<file path="src/rtl/maac_pkg.sv">
// Shared constants, codes and types of the motion-aware alarm controller.
`timescale 1ns / 1ps

package maac_pkg;

    // Operation codes of an input beat.
    localparam logic [1:0] OP_TICK   = 2'd0;
    localparam logic [1:0] OP_SAMPLE = 2'd1;
    localparam logic [1:0] OP_BUTTON = 2'd2;
    localparam logic [1:0] OP_STOP   = 2'd3;

    // Alarm modes.
    localparam logic [1:0] MODE_DISABLED = 2'd0;
    localparam logic [1:0] MODE_ENABLED  = 2'd1;
    localparam logic [1:0] MODE_SOFT     = 2'd2;
    localparam logic [1:0] MODE_RINGING  = 2'd3;

    // Configuration register indexes (byte address is four times the index).
    localparam logic [1:0] REG_ALARM_HOUR   = 2'd0;
    localparam logic [1:0] REG_ALARM_MINUTE = 2'd1;
    localparam logic [1:0] REG_SOFT_LEN     = 2'd2;

    // Register reset values.
    localparam logic [4:0] ALARM_HOUR_RST   = 5'd8;
    localparam logic [5:0] ALARM_MINUTE_RST = 6'd30;
    localparam logic [5:0] SOFT_LEN_RST     = 6'd30;

    // Clock arithmetic.
    localparam logic [4:0] LAST_HOUR       = 5'd23;
    localparam logic [7:0] MINUTES_PER_HOUR = 8'd60;

    // Divide by ten as a multiply by ceil(2^16 / 10) and a 16-bit shift;
    // exact for magnitudes up to 2^13.
    localparam logic [13:0] DIV10_RECIP = 14'd6554;
    localparam int          DIV10_SHIFT = 16;

    // Motion detection thresholds.
    localparam logic [15:0] MOTION_THRESHOLD = 16'd100;
    localparam logic [7:0]  COUNT_MAX        = 8'd255;
    localparam logic [7:0]  COUNT_TRIGGER    = 8'd5;

    // Acceleration after scaling to units of ten milli-g.
    typedef logic signed [10:0] t_accel;

    // Motion unit verdict for one sample.
    typedef struct packed {
        logic moved;    // low 16 bits of the sum of squared changes above the threshold
    } t_motion;

endpackage

</file>
<file path="src/rtl/motion_aware_alarm_controller.sv">
// Top level of the motion-aware alarm controller: input register, mode logic, result.
`timescale 1ns / 1ps

// Every input beat (second tick, accelerometer sample, mode button or stop)
// yields exactly one result beat carrying the mode, the wake-window flag and
// the motion counter as they stand after that beat. A beat is captured in an
// input register, where the three axes have already been divided by ten;
// from there the mode logic and the motion unit (three 12-bit squarers and a
// sum) update the state registers, which are the result register itself,
// once that register can take the new result. A new beat is taken in every
// cycle as long as the result side is not stalling; a held result only stops
// the pipeline once the input register is full too. The alarm time and soft
// length sit behind an APB-style port at byte addresses 0, 4 and 8 and are
// meant to be written while no beat is in flight.
module motion_aware_alarm_controller (
    input  logic               i_clk,
    input  logic               i_rst_n,

    input  logic               psel,
    input  logic               penable,
    input  logic               pwrite,
    input  logic [3:0]         paddr,
    input  logic [31:0]        pwdata,
    output logic [31:0]        prdata,
    output logic               pready,

    input  logic               i_in_valid,
    output logic               o_in_stall,
    input  logic [1:0]         i_operation,
    input  logic [4:0]         i_now_hour,
    input  logic [5:0]         i_now_minute,
    input  logic signed [13:0] i_accel_x,
    input  logic signed [13:0] i_accel_y,
    input  logic signed [13:0] i_accel_z,

    output logic               o_out_valid,
    input  logic               i_out_stall,
    output logic [1:0]         o_mode,
    output logic               o_window_open,
    output logic [7:0]         o_motion_count
);

    // Configuration registers.
    logic [4:0] r_alarm_hour;
    logic [5:0] r_alarm_minute;
    logic [5:0] r_soft_len;

    // Input register.
    logic                r_in_valid;
    logic [1:0]          r_op;
    logic [4:0]          r_hour;
    logic [5:0]          r_minute;
    maac_pkg::t_accel    r_sx, r_sy, r_sz;

    // Controller state; mode, window and counter double as the result register.
    logic             r_out_valid;
    logic [1:0]       r_mode;
    logic             r_window;
    logic [7:0]       r_count;
    logic             r_rts;
    maac_pkg::t_accel r_prev_x, r_prev_y, r_prev_z;

    logic [1:0]       n_mode;
    logic             n_window;
    logic [7:0]       n_count;
    logic             n_rts;

    maac_pkg::t_accel  scaled_x, scaled_y, scaled_z;
    maac_pkg::t_motion motion;

    logic       advance;
    logic       load;
    logic       cfg_write;
    logic [4:0] start_hour;
    logic [7:0] start_minute;
    logic       start_hit;
    logic       alarm_hit;
    logic       win;
    logic [1:0] reg_index;

    // ------------------------------------------------------------------
    // Configuration port. The register index is the word address.
    // ------------------------------------------------------------------
    assign pready    = 1'b1;
    assign reg_index = paddr[3:2];
    assign cfg_write = psel && penable && pwrite && pready;

    always_ff @(posedge i_clk) begin
        if (!i_rst_n) begin
            r_alarm_hour   <= maac_pkg::ALARM_HOUR_RST;
            r_alarm_minute <= maac_pkg::ALARM_MINUTE_RST;
            r_soft_len     <= maac_pkg::SOFT_LEN_RST;
        end else if (cfg_write) begin
            case (reg_index)
                maac_pkg::REG_ALARM_HOUR:   r_alarm_hour   <= pwdata[4:0];
                maac_pkg::REG_ALARM_MINUTE: r_alarm_minute <= pwdata[5:0];
                maac_pkg::REG_SOFT_LEN:     r_soft_len     <= pwdata[5:0];
                default: ;
            endcase
        end
    end

    always_comb begin
        case (reg_index)
            maac_pkg::REG_ALARM_HOUR:   prdata = {27'd0, r_alarm_hour};
            maac_pkg::REG_ALARM_MINUTE: prdata = {26'd0, r_alarm_minute};
            maac_pkg::REG_SOFT_LEN:     prdata = {26'd0, r_soft_len};
            default:                    prdata = 32'd0;
        endcase
    end

    // ------------------------------------------------------------------
    // Handshake. The state only moves when the result register can take
    // the new result, i.e. it is empty or its beat is leaving now.
    // ------------------------------------------------------------------
    assign advance     = !r_out_valid || !i_out_stall;
    assign o_in_stall  = r_in_valid && !advance;
    assign load        = !o_in_stall;
    assign o_out_valid = r_out_valid;

    // Axes are scaled on the way into the input register.
    maac_scale u_scale_x (.i_accel(i_accel_x), .o_scaled(scaled_x));
    maac_scale u_scale_y (.i_accel(i_accel_y), .o_scaled(scaled_y));
    maac_scale u_scale_z (.i_accel(i_accel_z), .o_scaled(scaled_z));

    always_ff @(posedge i_clk) begin
        if (!i_rst_n) begin
            r_in_valid <= 1'b0;
        end else if (load) begin
            r_in_valid <= i_in_valid;
        end
    end

    always_ff @(posedge i_clk) begin
        if (load && i_in_valid) begin
            r_op     <= i_operation;
            r_hour   <= i_now_hour;
            r_minute <= i_now_minute;
            r_sx     <= scaled_x;
            r_sy     <= scaled_y;
            r_sz     <= scaled_z;
        end
    end

    maac_motion u_motion (
        .i_cur_x  (r_sx),
        .i_cur_y  (r_sy),
        .i_cur_z  (r_sz),
        .i_prev_x (r_prev_x),
        .i_prev_y (r_prev_y),
        .i_prev_z (r_prev_z),
        .o_motion (motion)
    );

    // ------------------------------------------------------------------
    // Window start time: alarm time less soft_len minutes. When the
    // subtraction borrows, the hour steps back (midnight wraps to 23) and
    // the minute is taken modulo 256, so a negative start never matches.
    // ------------------------------------------------------------------
    always_comb begin
        if (r_alarm_minute >= r_soft_len) begin
            start_hour   = r_alarm_hour;
            start_minute = 8'(r_alarm_minute - r_soft_len);
        end else begin
            start_hour   = (r_alarm_hour != 5'd0) ? 5'(r_alarm_hour - 5'd1)
                                                  : maac_pkg::LAST_HOUR;
            start_minute = 8'(maac_pkg::MINUTES_PER_HOUR - 8'(r_soft_len)
                              + 8'(r_alarm_minute));
        end
        start_hit = (8'(r_minute) == start_minute) && (r_hour == start_hour);
        alarm_hit = (r_minute == r_alarm_minute) && (r_hour == r_alarm_hour);
    end

    // ------------------------------------------------------------------
    // Mode logic for the beat in the input register.
    // ------------------------------------------------------------------
    always_comb begin
        n_mode   = r_mode;
        n_window = r_window;
        n_count  = r_count;
        n_rts    = r_rts;
        win      = r_window;
        case (r_op)
            maac_pkg::OP_TICK: begin
                if (r_mode == maac_pkg::MODE_ENABLED) begin
                    if (alarm_hit) begin
                        n_mode   = maac_pkg::MODE_RINGING;
                        n_window = 1'b0;
                        n_rts    = 1'b1;
                    end
                end else if (r_mode == maac_pkg::MODE_SOFT) begin
                    // The window opening clears the counter, so the motion
                    // trigger below cannot fire on that same tick.
                    if (start_hit) begin
                        win     = 1'b1;
                        n_count = 8'd0;
                    end
                    if (alarm_hit) begin
                        n_rts = 1'b1;
                        if (win) begin
                            n_mode = maac_pkg::MODE_RINGING;
                        end
                        win = 1'b0;
                    end
                    if (win && (n_count > maac_pkg::COUNT_TRIGGER)) begin
                        n_rts  = 1'b1;
                        n_mode = maac_pkg::MODE_RINGING;
                        win    = 1'b0;
                    end
                    n_window = win;
                end
            end
            maac_pkg::OP_SAMPLE: begin
                if (r_window) begin
                    if (motion.moved) begin
                        if (r_count != maac_pkg::COUNT_MAX) begin
                            n_count = 8'(r_count + 8'd1);
                        end
                    end else if (r_count != 8'd0) begin
                        n_count = 8'(r_count - 8'd1);
                    end
                end
            end
            maac_pkg::OP_BUTTON: begin
                // The button cycles disabled, enabled, soft; ringing ignores it.
                case (r_mode)
                    maac_pkg::MODE_DISABLED: begin
                        n_mode   = maac_pkg::MODE_ENABLED;
                        n_window = 1'b0;
                    end
                    maac_pkg::MODE_ENABLED: begin
                        n_mode   = maac_pkg::MODE_SOFT;
                        n_window = 1'b0;
                    end
                    maac_pkg::MODE_SOFT: begin
                        n_mode   = maac_pkg::MODE_DISABLED;
                        n_window = 1'b0;
                    end
                    default: ;
                endcase
            end
            maac_pkg::OP_STOP: begin
                if (r_mode == maac_pkg::MODE_RINGING) begin
                    if (r_rts) begin
                        n_rts  = 1'b0;
                        n_mode = maac_pkg::MODE_SOFT;
                    end else begin
                        n_mode = maac_pkg::MODE_ENABLED;
                    end
                end
            end
            default: ;
        endcase
    end

    always_ff @(posedge i_clk) begin
        if (!i_rst_n) begin
            r_out_valid <= 1'b0;
            r_mode      <= maac_pkg::MODE_DISABLED;
            r_window    <= 1'b0;
            r_count     <= 8'd0;
            r_rts       <= 1'b0;
            r_prev_x    <= '0;
            r_prev_y    <= '0;
            r_prev_z    <= '0;
        end else if (advance) begin
            r_out_valid <= r_in_valid;
            if (r_in_valid) begin
                r_mode   <= n_mode;
                r_window <= n_window;
                r_count  <= n_count;
                r_rts    <= n_rts;
                // Previous sample is only kept while the window is open.
                if ((r_op == maac_pkg::OP_SAMPLE) && r_window) begin
                    r_prev_x <= r_sx;
                    r_prev_y <= r_sy;
                    r_prev_z <= r_sz;
                end
            end
        end
    end

    assign o_mode         = r_mode;
    assign o_window_open  = r_window;
    assign o_motion_count = r_count;

endmodule

</file>
<file path="src/rtl/maac_scale.sv">
// Signed divide by ten, truncating toward zero, of one accelerometer axis.
`timescale 1ns / 1ps

module maac_scale (
    input  logic signed [13:0] i_accel,
    output maac_pkg::t_accel   o_scaled
);

    logic [13:0] mag;
    logic [27:0] prod;
    logic [9:0]  quot;

    always_comb begin
        mag  = i_accel[13] ? 14'(-i_accel) : 14'(i_accel);
        prod = 28'(mag) * 28'(maac_pkg::DIV10_RECIP);
        quot = prod[maac_pkg::DIV10_SHIFT +: 10];
        o_scaled = i_accel[13] ? -$signed({1'b0, quot}) : $signed({1'b0, quot});
    end

endmodule

</file>
<file path="src/rtl/maac_motion.sv">
// Sum of squared changes between two scaled samples, compared with the threshold.
`timescale 1ns / 1ps

module maac_motion (
    input  maac_pkg::t_accel i_cur_x,
    input  maac_pkg::t_accel i_cur_y,
    input  maac_pkg::t_accel i_cur_z,
    input  maac_pkg::t_accel i_prev_x,
    input  maac_pkg::t_accel i_prev_y,
    input  maac_pkg::t_accel i_prev_z,
    output maac_pkg::t_motion o_motion
);

    logic signed [11:0] dx, dy, dz;
    logic signed [23:0] sx, sy, sz;
    logic        [23:0] acc;

    always_comb begin
        dx  = 12'(i_cur_x) - 12'(i_prev_x);
        dy  = 12'(i_cur_y) - 12'(i_prev_y);
        dz  = 12'(i_cur_z) - 12'(i_prev_z);
        sx  = 24'(dx) * 24'(dx);
        sy  = 24'(dy) * 24'(dy);
        sz  = 24'(dz) * 24'(dz);
        acc = 24'(sx) + 24'(sy) + 24'(sz);
        // Only the low 16 bits of the sum take part in the compare.
        o_motion.moved = acc[15:0] > maac_pkg::MOTION_THRESHOLD;
    end

endmodule
</file>
<file path="config.mk">
export PLATFORM = sky130hd
export DESIGN_NAME = motion_aware_alarm_controller
export DESIGN_NICKNAME = d
export VERILOG_FILES = /design/src/rtl/maac_pkg.sv /design/src/rtl/motion_aware_alarm_controller.sv /design/src/rtl/maac_scale.sv /design/src/rtl/maac_motion.sv
export SDC_FILE = /design/constraint.sdc
export NUM_CORES = 2
export LEC_CHECK = 0
export BUFFER_PORTS_ARGS = -buffer_cell sky130_fd_sc_hd__buf_2
export CORE_MARGIN = 5
export CORE_UTILIZATION = 25
export CTS_CLUSTER_SIZE = 16
export DETAILED_ROUTE_END_ITERATION = 10
export PLACE_DENSITY = 0.45
export SETUP_SLACK_MARGIN = 0.4
export SYNTH_ARGS = -nofsm -noshare
export SYNTH_HDL_FRONTEND = slang
export SYNTH_HIERARCHICAL = 1
export SYNTH_SLANG_ARGS = --single-unit
export TNS_END_PERCENT = 1
</file>
<file path="constraint.sdc">
create_clock -name i_clk -period 15.58 [get_ports i_clk]
set_clock_uncertainty 0.15 [all_clocks]
set_input_delay 1.558 -clock i_clk [delete_from_list [all_inputs] [get_ports i_clk]]
set_output_delay 1.558 -clock i_clk [all_outputs]
set_load 0.03 [all_outputs]
</file>
After elaboration in Yosys (flattened, before gate mapping) --
Index checks and enable logic that the tools add are counted.
Word-level totals: word-level logic and storage cells 154, register bits 110, output and inout bits 46, input bits 98
Operators by class: equality and inequality tests 25, order comparisons 3, multipliers 6, add/sub/neg operators 17, mux-type cells 51, reduce and logical (&&, ||, !) cells 31
Operator list (count):
- 2-to-1 mux 8 bit | 11
- multiplier 14 x 12 -> 25 bit (second input constant) | 3
- multiplier 12 x 12 -> 16 bit | 3
- 2-to-1 mux 14 bit | 3
- negation 14 bit | 3
- subtractor 11 x 11 -> 12 bit | 3
- negation 10 -> 11 bit | 3
- adder 16 bit | 2
- 2-to-1 mux 10 bit | 3
- 2-to-1 mux 1 bit | 18
- one-hot mux 6 bit (3 select lines) | 1
- greater-than comparator 16 x 7 -> 1 bit (second input constant) | 1
- 2-to-1 mux 2 bit | 8
- one-hot mux 8 bit (2 select lines) | 1
- != test 3 bit (second input constant) | 4
- one-hot mux 2 bit (3 select lines) | 2
- == test 2 bit (second input constant) | 5
- == test 5 bit | 2
- 2-to-1 mux 5 bit | 2
- != test 2 bit (second input constant) | 5
- AND reduction 9 bit | 1
- adder 7 x 7 -> 8 bit | 1
- adder 8 x 1 -> 8 bit (second input constant) | 1
- == test 6 x 8 -> 1 bit | 1
- other kinds (26) | 46

Depth between registers and ports, before layout --
depth after elaboration 18, mapped depth 50, mapped depth without buffers 50

Cells and area by module --
Netlist, hierarchy kept.
By module, submodules not included:
- maac_motion | cells each 1218, sequential area each 0.0 um^2, times used 1, area each 10607.7 um^2
- maac_scale at u_scale_y ... | cells each 427, sequential area each 0.0 um^2, times used 2, area each 3704.8 um^2
- motion_aware_alarm_controller | cells each 564, sequential area each 2662.6 um^2, times used 1, area each 5652.9 um^2
- maac_scale at u_scale_x | cells each 409, sequential area each 0.0 um^2, times used 1, area each 3584.7 um^2

Worst setup path after synthesis --
No wires, ideal clock.
path type flip-flop to flip-flop, start point register r_sx[0], end point register r_count[7] (netlist: o_motion_count[7]), cell stages (with the launch flop) 47, path buffers 0, slack 4.675 ns, setup time 0.065 ns, clock period less this slack 10.905 ns, arrival 10.689 ns, data required time 15.365 ns, path through edfxtp_1 inv_1 ha_1 inv_1 fa_1 a211oi_2 o21bai_1 a2111oi_2 nor3_2 xnor2_1 nor2_1 fa_1 inv_1 fa_1 inv_1 fa_1 inv_1 fa_1 [11 not listed] nor2b_1 o21ai_0 a21oi_4 xnor2_1 xnor3_1 xnor2_1 or4_1 inv_1 ha_1 a21o_1 a21oi_1 nor2b_1 o21a_1 o41a_1 xnor2_1 mux2i_1 a21oi_1 nor2b_1
Between the ends: cells in the longest elaborated chain, start to end 8, elaborated cells on any way between the ends 11, those cells by class 3 x add/sub; 1 x mul; 1 x order compare; 2 x eq/ne; 3 x mux; 1 x reduce/logical
Ends and longest elaborated chain:
- start, declared | RTL line motion_aware_alarm_controller.sv:53 | maac_pkg::t_accel r_sx, r_sy, r_sz;
- start signal, assigned | RTL line motion_aware_alarm_controller.sv:139 | r_sx <= scaled_x;
- subtractor 11 x 11 -> 12 bit * | RTL line maac_motion.sv:19 | dx = 12'(i_cur_x) - 12'(i_prev_x);
- multiplier 12 x 12 -> 16 bit * | RTL line maac_motion.sv:22 | sx = 24'(dx) * 24'(dx);
- adder 16 bit * (2 in series) | RTL line maac_motion.sv:25 | acc = 24'(sx) + 24'(sy) + 24'(sz);
- greater-than comparator 16 x 7 -> 1 bit * | RTL line maac_motion.sv:27 | o_motion.moved = acc[15:0] > maac_pkg::MOTION_THRESHOLD;
- named net motion | RTL line motion_aware_alarm_controller.sv:69 | maac_pkg::t_motion motion;
- 2-to-1 mux 8 bit | RTL line motion_aware_alarm_controller.sv:215 | if (motion.moved) begin
- 2-to-1 mux 8 bit | RTL line motion_aware_alarm_controller.sv:214 | if (r_window) begin
- one-hot mux 8 bit (2 select lines) | RTL line motion_aware_alarm_controller.sv:183 | case (r_op)
- end signal, assigned | RTL line motion_aware_alarm_controller.sv:271 | r_count <= n_count;
- end, declared | RTL line motion_aware_alarm_controller.sv:59 | logic [7:0] r_count;
The timed path passes the listed nets; every way through them passes the cells marked *. The select of a mux whose other input is x is not followed. A chain may end at the register's enable or synchronous reset.

Final worst setup path --
Ends and elaborated chain as after synthesis.

==> flow_metrics.tcl <==
set metrics [dict create \
    outcome "finished, final reports clean" \
    cts.sinks 110 \
    boundaryPins 144 \
    placed_cell_area_um2 29300 \
    fin_setup_tns_ps 0 \
    finalSetupViolCount 0 \
    die_area_um2 116000 \
    dp_slack_ps 3350 \
    critPathSlowestCell "xnor2_1" \
    worst_setup_path_end_kind "flip-flop" \
    dp_hpwl_um 53500 \
    die_w_um 340 \
    area_growth_pct 8.43 \
    synth_cells 3045 \
    cts_resized 0 \
    drive_above_1_share_pct 5.77 \
    fmax_mhz 82.6 \
    fp.dieH_um 340 \
    async_flop_share_pct 0 \
    holdBufCountCts 0 \
    fin_ws_ps 3470 \
    ys_types 105 \
    grt_util_all_layers_pct 10.7 \
    io_buffer_count 88 \
    ys_ff_latch 110 \
    gp_congestion 0.815 \
    start_util_pct 25.1 \
    vias_per_cell 4.25 \
    post-cts-setup-buffers 0 \
    cp.required_ps 15760 \
    grt-ovfl-total 0 \
    diodes 0 \
    rows 121 \
    grt_pass1_wl_um 104000 \
    fin_area_um2 29600 \
    period_minus_slack_ps 12110 \
    crit_fanout 7 \
    synth_top_cells_by_area "fa_1, ha_1, inv_1" \
    final-hold-violation-count 0 \
    clk_latency_ps 390 \
    cap_violations 0 \
    min_path_type "flip-flop to flip-flop" \
    regToRegStartpoint "r_sx[0]" \
    netlist.top_cell.by_area "fa_1" \
    period_share_pct 77.7 \
    yosysMostFrequentCell "inv_1" \
    worstSetupStartpointType "flip-flop" \
    crit_type "flip-flop to flip-flop" \
    synth-seq-area-share_pct 9.77 \
    critPathMaxStageDelay_ps 560 \
    synth_area_um2 27300 \
    drt_iter0_markers 651 \
    nets 4034 \
    grt_pass1_vias 20400 \
    cts_made_buffers 9 \
    reg2reg_slack_ps 3470 \
    min_from "r_prev_x[6]" \
    synth_warnings 6 \
    synth_edf_count 46 \
    antenna_found_initial 0 \
    hold_depth 2 \
    clk_path_buf_depth 2 \
    wirelength_um 60400 \
    crit_family "adder cells" \
    crit_buf_inv 9 \
    rsz0062_at_grt "no" \
    firstDrtPassIters 5 \
    worst_pin_slew_ps 1110 \
    reg2reg_to "o_motion_count[7]" \
    grt_max_degree 60 \
    worst_r2r_path_depth 46 \
    relSlewSlack_pct 25.5 \
    yosys-top-cells-count "inv_1, ha_1, fa_1, nand2_1, xnor2_1" \
    synth_ff_type "dfxtp_1" \
    clk_pin_slew_worst_paths_ps 80 \
    final-max-slew-violation-count 0 \
    wl_per_cell_um 13.3 \
    cts_tree "built" \
    cts_root_buffer "clkbuf_16" \
    num_vias 19300 \
    synth_top_area_share_pct 28.9 \
    core-area_um2 109000 \
    htreeDepth 3 \
    holdPathEnd "r_prev_x[6]" \
    critical_path_arrival_ps 12290 \
    drc 0 \
    antenna_left 0 \
    syn-mean-instance-area_um2 8.95 \
]
[registers in the layout, indices dropped and copies added, names as in the netlist, 5 cells and up]
name / flops
r_hour: 5
r_minute: 6
r_sz: 11
r_alarm_minute: 6
r_prev_z: 11
r_sx: 11
r_alarm_hour: 5
r_prev_x: 11
o_motion_count: 8
r_soft_len: 6
r_prev_y: 11
r_sy: 11
[cells by family after synthesis]
family / after synthesis / share of synthesized area [%]
DFF: 110 / 9.77
buffers and inverters: 834 / 12.1
and+or+nand+nor: 627 / 11.3
AOI/OAI and AO/OA: 414 / 10.4
other: 3 / 0.0413
muxes: 23 / 0.886
adders and majority gates: 822 / 48.6
xor gates and xnor gates: 212 / 6.97
[worst min-delay path: stages, from the launching register on]
cell and delay, ps:
dfxtp_1 310, nand2_1 40, a21boi_0 60
[metal layers]
layer | GRT usage [%] | vias to the layer above | wire (µm)
li1 | - | 9752 | -
met1 | 14.8 | 9335 | 29500
met2 | 18.8 | 175 | 29000
met3 | 0.966 | 20 | 1380
met4 | 1.43 | 0 | 450
met5 | 0 | - | 0
[how the worst max path moves through the flow]
stage	start	to	slack, ps	cells past startpoint
2_1_floorplan	r_sx[0]	o_motion_count[7]	4680	46
3_3_place_gp	r_sx[0]	o_motion_count[7]	3380	46
3_5_place_dp	r_sx[0]	o_motion_count[7]	3350	46
4_1_cts	r_sx[0]	o_motion_count[7]	3330	46
5_1_grt	r_sz[0]	o_motion_count[7]	2490	49
6_report	r_sx[0]	o_motion_count[7]	3470	46
[layout by cell type, fill, tap and decap left out, drive strengths merged, types with 33 or more instances in the layout]
cell	n
xnor2	164
ha	428
buf	108
nand3	40
edfxtp	46
nor2	148
a21boi	37
a21o	34
fa	394
a21oi	100
xor2	46
o21ai	94
nand2	225
dfxtp	64
inv	758
nand2b	33
[cell type report]
type	count	area [µm²]
repair buffers	108	591
well taps	1414	1770
fillers	11700	79000
multi-input cells	2126	21400
flip-flops and latches	110	2660
clock inverters	6	42.5
clock buffers	10	229
inverters	759	2850
[through the flow]
step           std cells  util, %  hold slack (ps)
2_1_floorplan       3070        -              293
3_3_place_gp        4517     27.0              302
3_5_place_dp        4517     27.0              308
4_1_cts             4533     27.2              318
5_1_grt             4533     27.2              337
6_report            4533     27.2              313
Power is not shown: default switching activity piles up to over one toggle a cycle in this logic, so the estimate is an artifact.
